### src/sv/tcsm_pkg.sv
package tcsm_pkg;

  localparam int SAMPLE_DEPTH = 32768;
  localparam int SAMPLE_AW    = $clog2(SAMPLE_DEPTH);
  localparam int SAMPLE_W     = 8;
  localparam int ADDR_W       = 15;

  localparam int VOICE_COUNT  = 2;
  localparam int VOICE_W      = (VOICE_COUNT > 1) ? $clog2(VOICE_COUNT) : 1;

  localparam int POS_W        = 32;
  localparam int FRAC_BITS    = 12;
  localparam int INC_W        = 16;
  localparam int VOL_W        = 7;
  localparam int END_W        = 28;
  localparam int SPAN_W       = 28;
  localparam int ACC_W        = 16;
  localparam int OUT_SHIFT    = 8;

  localparam int CFG_DW       = 32;
  localparam int CFG_LSB      = 2;
  localparam int CFG_FLD_W    = 2;
  localparam int CFG_AW       = CFG_LSB + CFG_FLD_W + VOICE_W;

  typedef enum logic [1:0] {
    OP_WRITE = 2'd0,
    OP_START = 2'd1,
    OP_STOP  = 2'd2,
    OP_MIX   = 2'd3
  } op_t;

  typedef struct packed {
    op_t                        operation;
    logic                       voice;
    logic [ADDR_W-1:0]          address;
    logic signed [SAMPLE_W-1:0] sample_value;
  } in_item_t;

  typedef struct packed {
    logic signed [SAMPLE_W-1:0] mixed_sample;
    logic [VOICE_COUNT-1:0]     active_mask;
  } out_item_t;

  typedef struct packed {
    logic [INC_W-1:0]  inc;
    logic [VOL_W-1:0]  vol;
    logic [END_W-1:0]  end_pos;
    logic [SPAN_W-1:0] span;
  } voice_cfg_t;

endpackage

### src/sv/tcsm_rem_unit.sv
module tcsm_rem_unit (
  input  logic                          clk,
  input  logic                          rst_n,
  input  logic                          start,
  input  logic [tcsm_pkg::POS_W-1:0]    dividend,
  input  logic [tcsm_pkg::SPAN_W-1:0]   divisor,
  output logic                          done,
  output logic [tcsm_pkg::SPAN_W-1:0]   remainder
);
  import tcsm_pkg::*;

  localparam int CNT_W = $clog2(POS_W);

  logic              busy_r;
  logic              done_r;
  logic [CNT_W-1:0]  cnt_r;
  logic [POS_W-1:0]  dvd_r;
  logic [SPAN_W-1:0] dsr_r;
  logic [SPAN_W-1:0] rem_r;
  logic [SPAN_W:0]   trial;
  logic [SPAN_W:0]   trial_sub;
  logic              trial_ge;
  logic              last_step;

  // Restoring remainder, one dividend bit per cycle.
  assign trial     = {rem_r, dvd_r[POS_W-1]};
  assign trial_ge  = (trial >= {1'b0, dsr_r});
  assign trial_sub = trial - {1'b0, dsr_r};
  assign last_step = (cnt_r == CNT_W'(POS_W - 1));

  always_ff @(posedge clk) begin
    if (!rst_n) begin
      busy_r <= 1'b0;
      done_r <= 1'b0;
      cnt_r  <= '0;
    end else begin
      done_r <= busy_r && !start && last_step;
      if (start) begin
        busy_r <= 1'b1;
        cnt_r  <= '0;
        rem_r  <= '0;
        dvd_r  <= dividend;
        dsr_r  <= divisor;
      end else if (busy_r) begin
        dvd_r <= dvd_r << 1;
        rem_r <= trial_ge ? trial_sub[SPAN_W-1:0] : trial[SPAN_W-1:0];
        cnt_r <= cnt_r + 1'b1;
        if (last_step) begin
          busy_r <= 1'b0;
        end
      end
    end
  end

  assign done      = done_r;
  assign remainder = rem_r;

endmodule

### config.mk
export PLATFORM = sky130hd
export DESIGN_NAME = tcsm_rem_unit
export DESIGN_NICKNAME = d
export VERILOG_FILES = /design/src/sv/tcsm_pkg.sv /design/src/sv/tcsm_rem_unit.sv
export SDC_FILE = /design/constraint.sdc
export NUM_CORES = 1
export LEC_CHECK = 0
export ABC_AREA = 1
export BUFFER_PORTS_ARGS = -buffer_cell sky130_fd_sc_hd__buf_2
export CAP_MARGIN = 20
export CORE_UTILIZATION = 39
export CTS_CLUSTER_SIZE = 40
export DETAILED_ROUTE_END_ITERATION = 8
export PLACE_DENSITY = 0.65
export SLEW_MARGIN = 10
export SYNTH_ARGS = -nofsm -noshare
export SYNTH_HDL_FRONTEND = slang
export SYNTH_SLANG_ARGS = --single-unit
### constraint.sdc
create_clock -name clk -period 3.7 [get_ports clk]
set_input_delay 0.185 -clock clk [delete_from_list [all_inputs] [get_ports clk]]
set_output_delay 0.185 -clock clk [all_outputs]
set_load 0.005 [all_outputs]
==> impl_metrics.py <==
metrics = {
    "synthesis": {
        "synth_top_family_by_area": "simple AND/OR/NAND/NOR gates",
        "syn-num-nets": 951,
        "synth_seq_area_share_pct": 44.2,
        "dominantRegCellSynth": "edfxtp_1",
        "synthMuxAreaShare_pct": 0,
        "synth-seq-cells": 95,
        "synth_compound_gate_area_share_pct": 2.27,
        "yosys_warnings": 0,
        "synth-simple-area-share_pct": 34.1,
        "synthTopCellsByCount": "356 x nand2_1, 155 x inv_1, 89 x nor2_1, 88 x edfxtp_1, 30 x ha_1",
        "postSynthCellCount": 857,
        "synth_fa_ha_area_share_pct": 6.29,
        "synth-xor-area-share_pct": 2.09,
        "synth.distinct_cells": 33,
        "synth_top_area_share_pct": 42.0,
        "synthArstFlopShare_pct": 0,
        "synth_enable_flop_cells": 88,
        "synthesis.area_per_instance_um2": 7.34,
        "yosysMostFrequentCell": "nand2_1",
        "yosys-top-cells-area": "edfxtp_1 42%, nand2_1 21%, inv_1 9.3%",
        "yosys.area.top_type": "edfxtp_1",
        "synth.cell_area_um2": 6290,
    },
    "setup_path": {
        "crit_fanout": 11,
        "crit_arrival_ns": 2.92,
        "crit_top_cell": "nand2_1",
        "crit_start": "remainder[22]",
        "critPathKind": "reg -> reg",
        "startpoint_type": "flop",
        "cp.required_ns": 3.92,
        "cp_slowest_cell": "nor2_1",
        "r2r_start": "remainder[22]",
        "max_stage_delay_ns": 0.78,
        "crit_chain": "ha_1 > nand2_1 > inv_1 > nand2_1 > nand2_1 > nand2_1 > nand2_1 > a21oi_1 > nand2_1 > nor2_1 > nor2_1 > nor2_1",
        "crit_path_end_kind": "flop",
    },
    "timing": {
        "finalCritPeriodShare_pct": 73.0,
        "rsz0062_at_grt": "false",
        "fmax_mhz": 370,
        "hold_viol_final": 0,
        "relSlewSlack_pct": 30.3,
        "drv_slew": 0,
        "finalSetupTns_ns": 0,
        "final.min_clock_period_ns": 2.70,
        "finClkSkew_ns": 0.0182,
        "setup_viol": 0,
        "worstMarginPinSlew_ns": 1.04,
    },
    "placement": {
        "gp_congestion": 0.881,
        "io_buffers": 91,
        "dp_hpwl_um": 10900,
        "post-place-cells": 1154,
    },
    "power_and_ir_drop": {
        "power_density_nw_per_um2": 454,
        "cellInternalPower_w": 0.00220,
        "combPwrFrac_pct": 31.8,
        "p_leak_nw": 3.96,
        "netSwitchingPower_w": 0.00121,
        "p_sw_share_pct": 35.5,
        "clkPwrFrac_pct": 28.3,
        "ir_drop_v": 0.000262,
        "seqPwrFrac_pct": 39.9,
    },
    "final_layout": {
        "instances_no_fill": 1196,
        "n_fill_cell": 1626,
        "antenna_cells": 0,
        "layout-drive-gt1-share_pct": 14.2,
        "nets": 1069,
        "area_growth_pct": 19.7,
        "multi_input_area_um2": 2810,
        "regArea_um2": 2780,
    },
    "global_routing": {
        "grt_max_degree": 35,
        "grt_pass1_vias": 5183,
        "antenna_found_initial": 0,
        "overflow": 0,
        "grt_util_all_layers_pct": 18.9,
        "grt_pass1_wl_um": 24400,
    },
    "floorplan": {
        "core_um2": 15800,
        "ios": 92,
        "fp.dieH_um": 129,
        "die_area_um2": 16600,
        "rows": 46,
        "initial_core_util_pct": 39.7,
        "die_w_um": 129,
    },
    "clock_tree": {
        "root_buffer": "clkbuf_16",
        "htreeDepth": 3,
        "cts_tree": "yes",
        "cts_buffer_depth": 2,
        "insertion_delay_ns": 0.37,
        "postCtsSetupBuffers": 0,
        "cts.clk_slew.worst_paths_ns": 0.07,
        "cts.sinks": 95,
        "numCtsBuffers": 9,
        "ctsResizeCount": 0,
    },
    "min_path": {
        "min_path_type": "in -> reg",
        "hold_start": "divisor[3]",
    },
    "route": {
        "drtPass1Iterations": 5,
        "drtIter0Drc": 269,
        "drt_wl_total_um": 14600,
        "post-route-drc-count": 0,
        "wl_met1_um": 6830,
        "drt.antenna.violating_nets": 0,
        "vias": 5341,
        "wl_per_cell_um": 12.2,
        "routed.top_layer": "met4",
        "via_per_inst": 4.47,
        "routed-wl-met3_um": 739,
        "wl_met2_um": 6800,
    },
    "outcome": {
        "status": "finished clean",
    },
    "flow_run": {
        "cap_violations": 0,
    },
}
## per-layer routing
metal,up-vias,GRT usage [%]
met5,-,0
met4,0,5.74
met3,13,4.70
met2,108,31.7
met1,2362,24.0
li1,2858,-
## placed cells by master (no fill, tap or decap), types with 3 or more instances in the layout
cell type,count
nand2_2,11
clkbuf_16,9
ha_1,30
edfxtp_1,88
inv_1,155
and2_1,3
nor3_1,7
dlygate4sd3_1,26
dfxtp_1,7
xnor2_1,13
nor2_4,4
nor2_2,5
nand4_1,7
nand2_1,355
buf_4,6
inv_8,3
a21oi_1,19
nand3_1,22
nor2_1,89
nand3b_1,9
buf_2,91
## final cells by class
type | instances | share of cell area (%)
repair buffers | 123 | 10.1
clock inverters | 7 | 1.11
clock buffers | 9 | 2.99
flip-flops and latches | 95 | 37.0
inverters | 157 | 7.83
multi-input cells | 589 | 37.4
well taps | 216 | 3.59
## metrics by stage
stage | utilization (%) | setup WS [ns] | total power (W) | instance area [µm²] | hold WS [ns]
global route | 47.5 | 0.758 | 0.00366 | 7530 | 0.00393
CTS | 47.5 | 1.03 | 0.00345 | 7530 | 0.00105
detailed placement | 44.0 | 1.09 | 0.00245 | 6960 | 0.363
floorplan | - | 1.50 | 0.00219 | 6290 | 0.284
finish | 47.5 | 1.00 | 0.00341 | 7530 | 0.0124
global placement | 44.0 | 1.07 | 0.00244 | 6960 | 0.363
## final timing paths
path | endpoint | slack (ns) | cells past startpoint
setup / recovery | remainder[17] | 1.0 | 12
hold / removal | dsr_r[3] | 0.01 | 1
setup reg to reg | remainder[17] | 1.0 | 12
hold reg to reg | cnt_r[4] | 0.47 | 2
## state kept, by name, indices dropped and copies added (netlist names)
signal	count
remainder	28
busy_r	1
done	1
cnt_r	5
dsr_r	28
dvd_r	32
## power by group through the flow
| stage | registers (W) | logic (W) | clock network [W] |
|---|---|---|---|
| 6_report | 0.00136 | 0.00108 | 0.000967 |
| 5_1_grt | 0.00137 | 0.00125 | 0.00104 |
| 4_1_cts | 0.00136 | 0.00109 | 0.000998 |
| 3_5_place_dp | 0.00139 | 0.00107 | 0 |
| 3_3_place_gp | 0.00138 | 0.00106 | 0 |
| 2_1_floorplan | 0.00138 | 0.000803 | 0 |
## repair_timing
item	in CTS	in global routing
hold endpoints to repair	26	0
endpoints found under the setup margin	0	0
hold buffers	26	0
## critical path, delay by kind of cell (launching register included)
family / cells / cell delay [ns]
flops: 1 / 0.44
buf+inv: 1 / 0.05
fa+ha+maj: 1 / 0.39
compound gates: 1 / 0.13
simple gates: 9 / 1.54
## kinds of logic (layout without fill, tap and decap cells)
group,count (synthesis),in the layout
fa+ha+maj,31,31
simple gates,519,519
xor+xnor,15,15
compound gates,24,24
buf+inv,173,296
flops,95,95
Note: power is estimated with default switching activity, not from simulation.
