==> src/sv/tcsm_pkg.sv <==
package tcsm_pkg;

  localparam int SAMPLE_DEPTH = 32768;
  localparam int SAMPLE_AW    = $clog2(SAMPLE_DEPTH);
  localparam int SAMPLE_W     = 8;
  localparam int ADDR_W       = 15;

  localparam int VOICE_COUNT  = 2;
  localparam int VOICE_W      = (VOICE_COUNT > 1) ? $clog2(VOICE_COUNT) : 1;

  localparam int POS_W        = 32;
  localparam int FRAC_BITS    = 12;
  localparam int INC_W        = 16;
  localparam int VOL_W        = 7;
  localparam int END_W        = 28;
  localparam int SPAN_W       = 28;
  localparam int ACC_W        = 16;
  localparam int OUT_SHIFT    = 8;

  localparam int CFG_DW       = 32;
  localparam int CFG_LSB      = 2;
  localparam int CFG_FLD_W    = 2;
  localparam int CFG_AW       = CFG_LSB + CFG_FLD_W + VOICE_W;

  typedef enum logic [1:0] {
    OP_WRITE = 2'd0,
    OP_START = 2'd1,
    OP_STOP  = 2'd2,
    OP_MIX   = 2'd3
  } op_t;

  typedef struct packed {
    op_t                        operation;
    logic                       voice;
    logic [ADDR_W-1:0]          address;
    logic signed [SAMPLE_W-1:0] sample_value;
  } in_item_t;

  typedef struct packed {
    logic signed [SAMPLE_W-1:0] mixed_sample;
    logic [VOICE_COUNT-1:0]     active_mask;
  } out_item_t;

  typedef struct packed {
    logic [INC_W-1:0]  inc;
    logic [VOL_W-1:0]  vol;
    logic [END_W-1:0]  end_pos;
    logic [SPAN_W-1:0] span;
  } voice_cfg_t;

endpackage

==> src/sv/tcsm_cfg_regs.sv <==
module tcsm_cfg_regs (
  input  logic                                          clk,
  input  logic                                          rst_n,
  input  logic                                          psel,
  input  logic                                          penable,
  input  logic                                          pwrite,
  input  logic [tcsm_pkg::CFG_AW-1:0]                   paddr,
  input  logic [tcsm_pkg::CFG_DW-1:0]                   pwdata,
  output logic [tcsm_pkg::CFG_DW-1:0]                   prdata,
  output logic                                          pready,
  output tcsm_pkg::voice_cfg_t [tcsm_pkg::VOICE_COUNT-1:0] voice_cfg
);
  import tcsm_pkg::*;

  typedef enum logic [CFG_FLD_W-1:0] {
    FLD_INC  = 2'd0,
    FLD_VOL  = 2'd1,
    FLD_END  = 2'd2,
    FLD_SPAN = 2'd3
  } field_t;

  voice_cfg_t [VOICE_COUNT-1:0] cfg_r;
  field_t                       fld;
  logic [VOICE_W-1:0]           vsel;
  logic                         wr_en;
  voice_cfg_t                   rd_cfg;

  assign fld    = field_t'(paddr[CFG_LSB +: CFG_FLD_W]);
  assign vsel   = paddr[CFG_LSB + CFG_FLD_W +: VOICE_W];
  assign wr_en  = psel & penable & pwrite;
  assign pready = 1'b1;

  always_ff @(posedge clk) begin
    if (!rst_n) begin
      cfg_r <= '0;
    end else if (wr_en) begin
      unique case (fld)
        FLD_INC:  cfg_r[vsel].inc     <= pwdata[INC_W-1:0];
        FLD_VOL:  cfg_r[vsel].vol     <= pwdata[VOL_W-1:0];
        FLD_END:  cfg_r[vsel].end_pos <= pwdata[END_W-1:0];
        FLD_SPAN: cfg_r[vsel].span    <= pwdata[SPAN_W-1:0];
        default:  cfg_r[vsel].span    <= pwdata[SPAN_W-1:0];
      endcase
    end
  end

  always_comb begin
    rd_cfg = cfg_r[vsel];
    unique case (fld)
      FLD_INC:  prdata = CFG_DW'(rd_cfg.inc);
      FLD_VOL:  prdata = CFG_DW'(rd_cfg.vol);
      FLD_END:  prdata = CFG_DW'(rd_cfg.end_pos);
      FLD_SPAN: prdata = CFG_DW'(rd_cfg.span);
      default:  prdata = '0;
    endcase
  end

  assign voice_cfg = cfg_r;

endmodule

==> config.mk <==
export PLATFORM = sky130hd
export DESIGN_NAME = tcsm_cfg_regs
export DESIGN_NICKNAME = d
export VERILOG_FILES = /design/src/sv/tcsm_pkg.sv /design/src/sv/tcsm_cfg_regs.sv
export SDC_FILE = /design/constraint.sdc
export NUM_CORES = 1
export LEC_CHECK = 0
export BUFFER_PORTS_ARGS = -buffer_cell sky130_fd_sc_hd__buf_2
export CAP_MARGIN = 20
export CORE_ASPECT_RATIO = 0.8
export CORE_UTILIZATION = 55
export CTS_CLUSTER_DIAMETER = 60
export DETAILED_ROUTE_END_ITERATION = 12
export GPL_ROUTABILITY_DRIVEN = 0
export PLACE_DENSITY = 0.86
export SLEW_MARGIN = 20
export SYNTH_ARGS = -nofsm -noshare
export SYNTH_HDL_FRONTEND = slang
export SYNTH_SLANG_ARGS = --single-unit
export TNS_END_PERCENT = 1
==> constraint.sdc <==
create_clock -name clk -period 5.45 [get_ports clk]
set_input_delay 1.09 -clock clk [delete_from_list [all_inputs] [get_ports clk]]
set_output_delay 1.09 -clock clk [all_outputs]
set_load 0.02 [all_outputs]
==> results of run 1 <==
layer usage:
layer	global-route usage [%]	vias up	wire, um	part of all wire [%]
li1	-	2688	-	-
met1	35.2	2789	8230	43
met2	49.1	230	9170	48
met3	7.61	20	1390	7.3
met4	8.42	0	184	0.97
met5	0	-	0	0
worst max-delay path: cells and delay by family:
kind | cells | cell delay [ps]
buffers and inverters | 2 | 850
AO/OA/AOI/OAI | 2 | 690
AND/OR/NAND/NOR | 1 | 440
Yosys cell counts, drive strengths merged:
cell | count | area (um^2)
a221o | 2 | 20.0
a22o | 3 | 26.3
and2 | 13 | 81.3
buf | 29 | 228
clkbuf | 22 | 82.6
conb | 2 | 7.51
dfxtp | 158 | 3160
mux2 | 14 | 158
mux2i | 172 | 1720
mux4 | 27 | 608
nand2 | 194 | 728
nand2b | 3 | 18.8
nand4 | 1 | 21.3
nand4b | 3 | 41.3
nor2 | 8 | 65.1
nor3 | 2 | 21.3
o221ai | 6 | 52.6
o31ai | 2 | 15.0
through the flow:
stage	instance area (um^2)	util (%)
finish	8850	71.7
global route	8850	71.7
CTS	8830	71.6
detailed placement	8170	66.2
global placement	8170	66.2
floorplan	7070	-
how the worst max path moves through the flow:
stage	end	slack, ps	cells past startpoint	from
3_5_place_dp	prdata[8]	1310	5	paddr[3]
5_1_grt	prdata[8]	1200	5	paddr[3]
2_1_floorplan	prdata[10]	2050	6	paddr[4]
4_1_cts	prdata[8]	1310	5	paddr[3]
3_3_place_gp	prdata[8]	1330	5	paddr[3]
6_report	prdata[8]	1280	5	paddr[3]
area by class of cell:
class / instances / area (um^2)
timing repair buffer: 233 / 1210
clock inverter: 12 / 205
multi-input combinational: 455 / 3600
sequential: 158 / 3160
fill: 928 / 3490
tap: 171 / 214
clock buffer: 20 / 457
power by group:
group	total [W]	leakage (nW)	switching, W	internal [W]
clock network	0.00132	0.318	0.000481	0.000843
logic	0.000151	2.21	0.000102	0.0000482
registers	0.00117	1.27	0.00000697	0.00116
logic make-up after synthesis:
kind of cell | Yosys count | share of synthesized area [%]
compound gates | 13 | 1.61
buf+inv | 51 | 4.40
flops | 158 | 44.8
mux | 213 | 35.2
other cells | 2 | 0.106
simple gates | 224 | 13.8
cell usage in the layout, fill, tap and decap left out, types with 2 or more instances in the layout:
cell / Yosys / routed
nand4b_1: 2 / 2
dfxtp_1: 158 / 158
o221ai_1: 6 / 6
conb_1: 2 / 5
mux4_2: 27 / 27
nand2b_1: 3 / 3
buf_2: 8 / 220
nor2_2: 2 / 2
mux2_2: 14 / 14
nor2_1: 2 / 2
clkbuf_8: 0 / 2
clkinvlp_4: 0 / 2
mux2i_1: 172 / 172
clkbuf_16: 0 / 17
a22o_1: 3 / 3
and2_1: 13 / 13
buf_4: 13 / 12
o31ai_1: 2 / 2
inv_6: 0 / 3
nor2_4: 4 / 4
nand2_1: 194 / 194
a221o_1: 2 / 2
bufinv_16: 0 / 5
==> metrics.txt, run 1 <==
Die Y 103 um; critical path required time 4360 ps; DR vias 5,727; Final nets 907; fin crit period 4170 ps; Fin Clk Skew 0 ps; cell area after synthesis 7060 um^2; # port buffers 221; clock buffer count from CTS 17; R2R depth 2; clk slew on worst S/H paths 60 ps; Worst Hold Margin 469 ps; Hold Crit Class flip-flop to flip-flop; final non-filler cell total 1,049; worst vdd ir 0.310 mV; Max H-tree Level 4; Critical Path Slowest Stage Cell buf_2; First-pass DRT Iterations 5; Worst-Skew Late Latency 410 ps; fraction of layout cells with a size suffix above 1 35.9%; DRC Markers 0; num rows 36; CTS Buffer Depth 2; Leak Pwr 3.80 nW; CTS root buffer clkbuf_16; final setup TNS 0 ps; DR vias/cell 5.46; # clock sinks 158; detailed placer's ending HPWL 12.7 mm; final hold viol count 0; antenna violations before repair 0; WHS Path Cells 2; WL/cell 18.1 um; Detailed Route WL 19.0 mm; slowest stage delay, CP 680 ps; largest net degree at the start of global routing 85; fmax 240 MHz; max-slew violations 0; total chip power 0.00264 W; diodes inserted 0; DP Worst Slack 1310 ps; ANT nets after route 0; CP Cell Sequence buf_2 -> nor2_1 -> a22o_1 -> a221o_1 -> buf_2; gr ovfl total 0; Yosys cell types 26; hold buffer count at cts 0; Area growth, synth to finish 25.3%; 1st-iter DRT viols 248; WP data arrival 3080 ps; crit path launch type primary input; P per Cell Area 299 nW/um^2; Worst Path Max Fanout 37; period utilisation layout 76.5%; RSZ-0062 raised after global routing no; Yosys warnings 0; PnR worst setup slack 1280 ps; sequential share of the synthesized area 44.8%; # resized after CTS 0; Cells after Synth 661; Placed Cells 1,016; Setup violations, final 0; CTS tree done; total of max-cap violations 0; first-pass GRT wire length 28.8 mm; Slew Limit Headroom 39.5%; Die ar. 13,300 um^2; Critical Path Most Common Cell buf_2; post-CTS setup buffer count 0; actual slew at the worst max-slew pin 908 ps; Setup crit end kind primary output; R2R setup slack 4680 ps; die width 129 um; GRT Resource Usage Total 28.4%; status finished, final reports clean; core area 12,300 um^2; top-level I/O count 233; number of global-route vias before repair 5,430; CP Class primary input to primary output; Avg Cell Area, Syn 10.7 um^2; number of synthesized register bits 158; Initial Utilization 57.2%
Power figures use the tool's default switching activity.
==> inputs of run 2 (changes only) <==
Settings changed: CORE_UTILIZATION 55 to 46, PLACE_DENSITY 0.86 to 0.77.
Clock period 5.45 ns to 3.6 ns, I/O delays scaled along.
==> run 2 against run 1 <==
Against the previous run: cell area increased by 0.89%; die area increased by 19%; sequential share of layout area decreased by 0.32 points.
==> metrics.txt, run 2 (synthesis gave the netlist of run 1 again) <==
Seq pwr share 46.2% (was 44.3%); top-level I/O count 233 (unchanged); First-pass DRT Iterations 4 (was 5); CTS tree done (unchanged); actual slew at the worst max-slew pin 792 ps (was 908 ps); commonest non-fill, non-tap cells in the layout 220 x buf_2, 194 x nand2_1, 172 x mux2i_1, 158 x dfxtp_1, 27 x mux4_2 (unchanged); Initial Utilization 47.0% (was 57.2%); status finished, final reports clean (unchanged); WL/cell 17.4 um (was 18.1 um); WP data arrival 2370 ps (was 3080 ps); Cell Int Power 0.00292 W (was 0.00205 W); hold buffer count at cts 0 (unchanged); Slew Limit Headroom 47.0% (was 39.5%); WHS Path Cells 2 (unchanged); ANT nets after route 0 (unchanged); Detailed Route WL 18.7 mm (was 19.0 mm); Worst Hold Margin 468 ps (was 469 ps); combinational power share 6.2% (was 5.7%); die width 141 um (was 129 um); Hold Crit Class flip-flop to flip-flop (unchanged); RSZ-0062 raised after global routing no (unchanged); clk slew on worst S/H paths 60 ps (about the same); 1st-iter DRT viols 304 (was 248); Max H-tree Level 4 (unchanged); final setup TNS 0 ps (unchanged); fmax 323 MHz; worst vdd ir 0.342 mV (was 0.310 mV); DR vias 5,662 (was 5,727); max-slew violations 0 (unchanged); number of global-route vias before repair 5,576 (was 5,430); crit path launch type primary input (unchanged); Worst Path Max Fanout 20 (was 37); Die ar. 15,800 um^2 (was 13,300 um^2); switch share 23.7% (was 22.3%); core area 15,000 um^2 (was 12,300 um^2); # clock sinks 158 (unchanged); fillers 1,263 (was 928); # resized after CTS 0 (unchanged); fraction of layout cells with a size suffix above 1 36.4% (was 35.9%); R2R setup slack 2930 ps (was 4680 ps); clock buffer count from CTS 17 (unchanged); Final nets 912 (was 907); largest net degree at the start of global routing 82 (was 85); first-pass GRT wire length 29.3 mm (was 28.8 mm); num rows 40 (was 36); Setup crit end kind primary output (unchanged); Worst-Skew Late Latency 420 ps (was 410 ps); gr ovfl total 0 (unchanged); post-CTS setup buffer count 0 (unchanged); GRT Resource Usage Total 23.9% (was 28.4%); # port buffers 221 (unchanged); diodes inserted 0 (unchanged); R2R depth 2 (unchanged); DP Worst Slack 487 ps (was 1310 ps); utilization after layout 59.5% (was 71.7%); fin crit period 3090 ps; Clk pwr share 47.6% (was 50.1%); Leak Pwr 3.82 nW (was 3.80 nW); CP Class primary input to primary output (unchanged); Setup violations, final 0 (unchanged); period utilisation layout 85.9%; CTS root buffer clkbuf_16 (unchanged); Area growth, synth to finish 26.4% (was 25.3%); P per Cell Area 429 nW/um^2 (was 299 nW/um^2); detailed placer's ending HPWL 12.6 mm (was 12.7 mm); DR vias/cell 5.28 (was 5.46); Sw Pwr 0.000907 W (was 0.000590 W); Fin Clk Skew 0 ps (unchanged); DRC Markers 0 (unchanged); antenna violations before repair 0 (unchanged); CTS Buffer Depth 2 (unchanged); total of max-cap violations 0 (unchanged); critical path required time 2880 ps (was 4360 ps); PnR worst setup slack 508 ps (was 1280 ps); Die Y 113 um (was 103 um); final hold viol count 0 (unchanged); commonest non-fill, non-tap cell in the layout buf_2 (unchanged)
[run 2: cell types whose count changed in the layout (fill, tap and decap cells not counted), moves of 2 or more]
cell	change
clkinv_2	+2
buf_12	+7
clkinv_4	+2
bufinv_16	-3
[run 2: worst max path at each step]
stage	from	end	slack, ps	cells after the start
2_1_floorplan	paddr[4]	prdata[10]	940	6
3_3_place_gp	paddr[2]	prdata[7]	540	6
3_5_place_dp	paddr[2]	prdata[8]	490	6
4_1_cts	paddr[2]	prdata[8]	490	6
5_1_grt	paddr[2]	prdata[8]	390	6
6_report	paddr[2]	prdata[7]	510	6
[run 2: through the flow]
| step | power [W] | instances | instance area, um^2 |
|---|---|---|---|
| CTS | 0.00385 | 1072 | 8930 |
| detailed placement | 0.00205 | 1040 | 8330 |
| global route | 0.00396 | 1072 | 8930 |
| finish | 0.00383 | 1072 | 8930 |
| global placement | 0.00205 | 1040 | 8330 |
| floorplan | 0.00197 | 664 | 7070 |
[run 2: area by class of cell]
cell class,count,area [um^2],area share (%)
tap,189,236,2.65
sequential,158,3160,35.4
clock buffer,20,467,5.23
clock inverter,12,134,1.50
multi-input combinational,455,3600,40.4
timing repair buffer,238,1320,14.8
[run 2: layer usage]
layer  wire length, um  vias up  global-route usage, %
met5                 0        -                      0
met3              1290       19                   6.94
met4               206        0                   7.97
met1              8360     2744                   29.7
li1                  -     2690                      -
met2              8840      209                   40.0
[run 2: critical path, stage by stage]
cell and delay, ps:
buf_2 480, buf_4 290, nand2_1 260, nor2_1 260, a221o_1 190, buf_2 160
[run 2: power groups by stage]
| stage | logic, W | clock network [W] | registers (W) |
|---|---|---|---|
| after floorplan | 0.000147 | 0 | 0.00182 |
| after global placement | 0.000237 | 0 | 0.00181 |
| after detailed placement | 0.000239 | 0 | 0.00181 |
| after CTS | 0.000240 | 0.00184 | 0.00177 |
| after global routing | 0.000256 | 0.00193 | 0.00177 |
| final | 0.000238 | 0.00182 | 0.00177 |
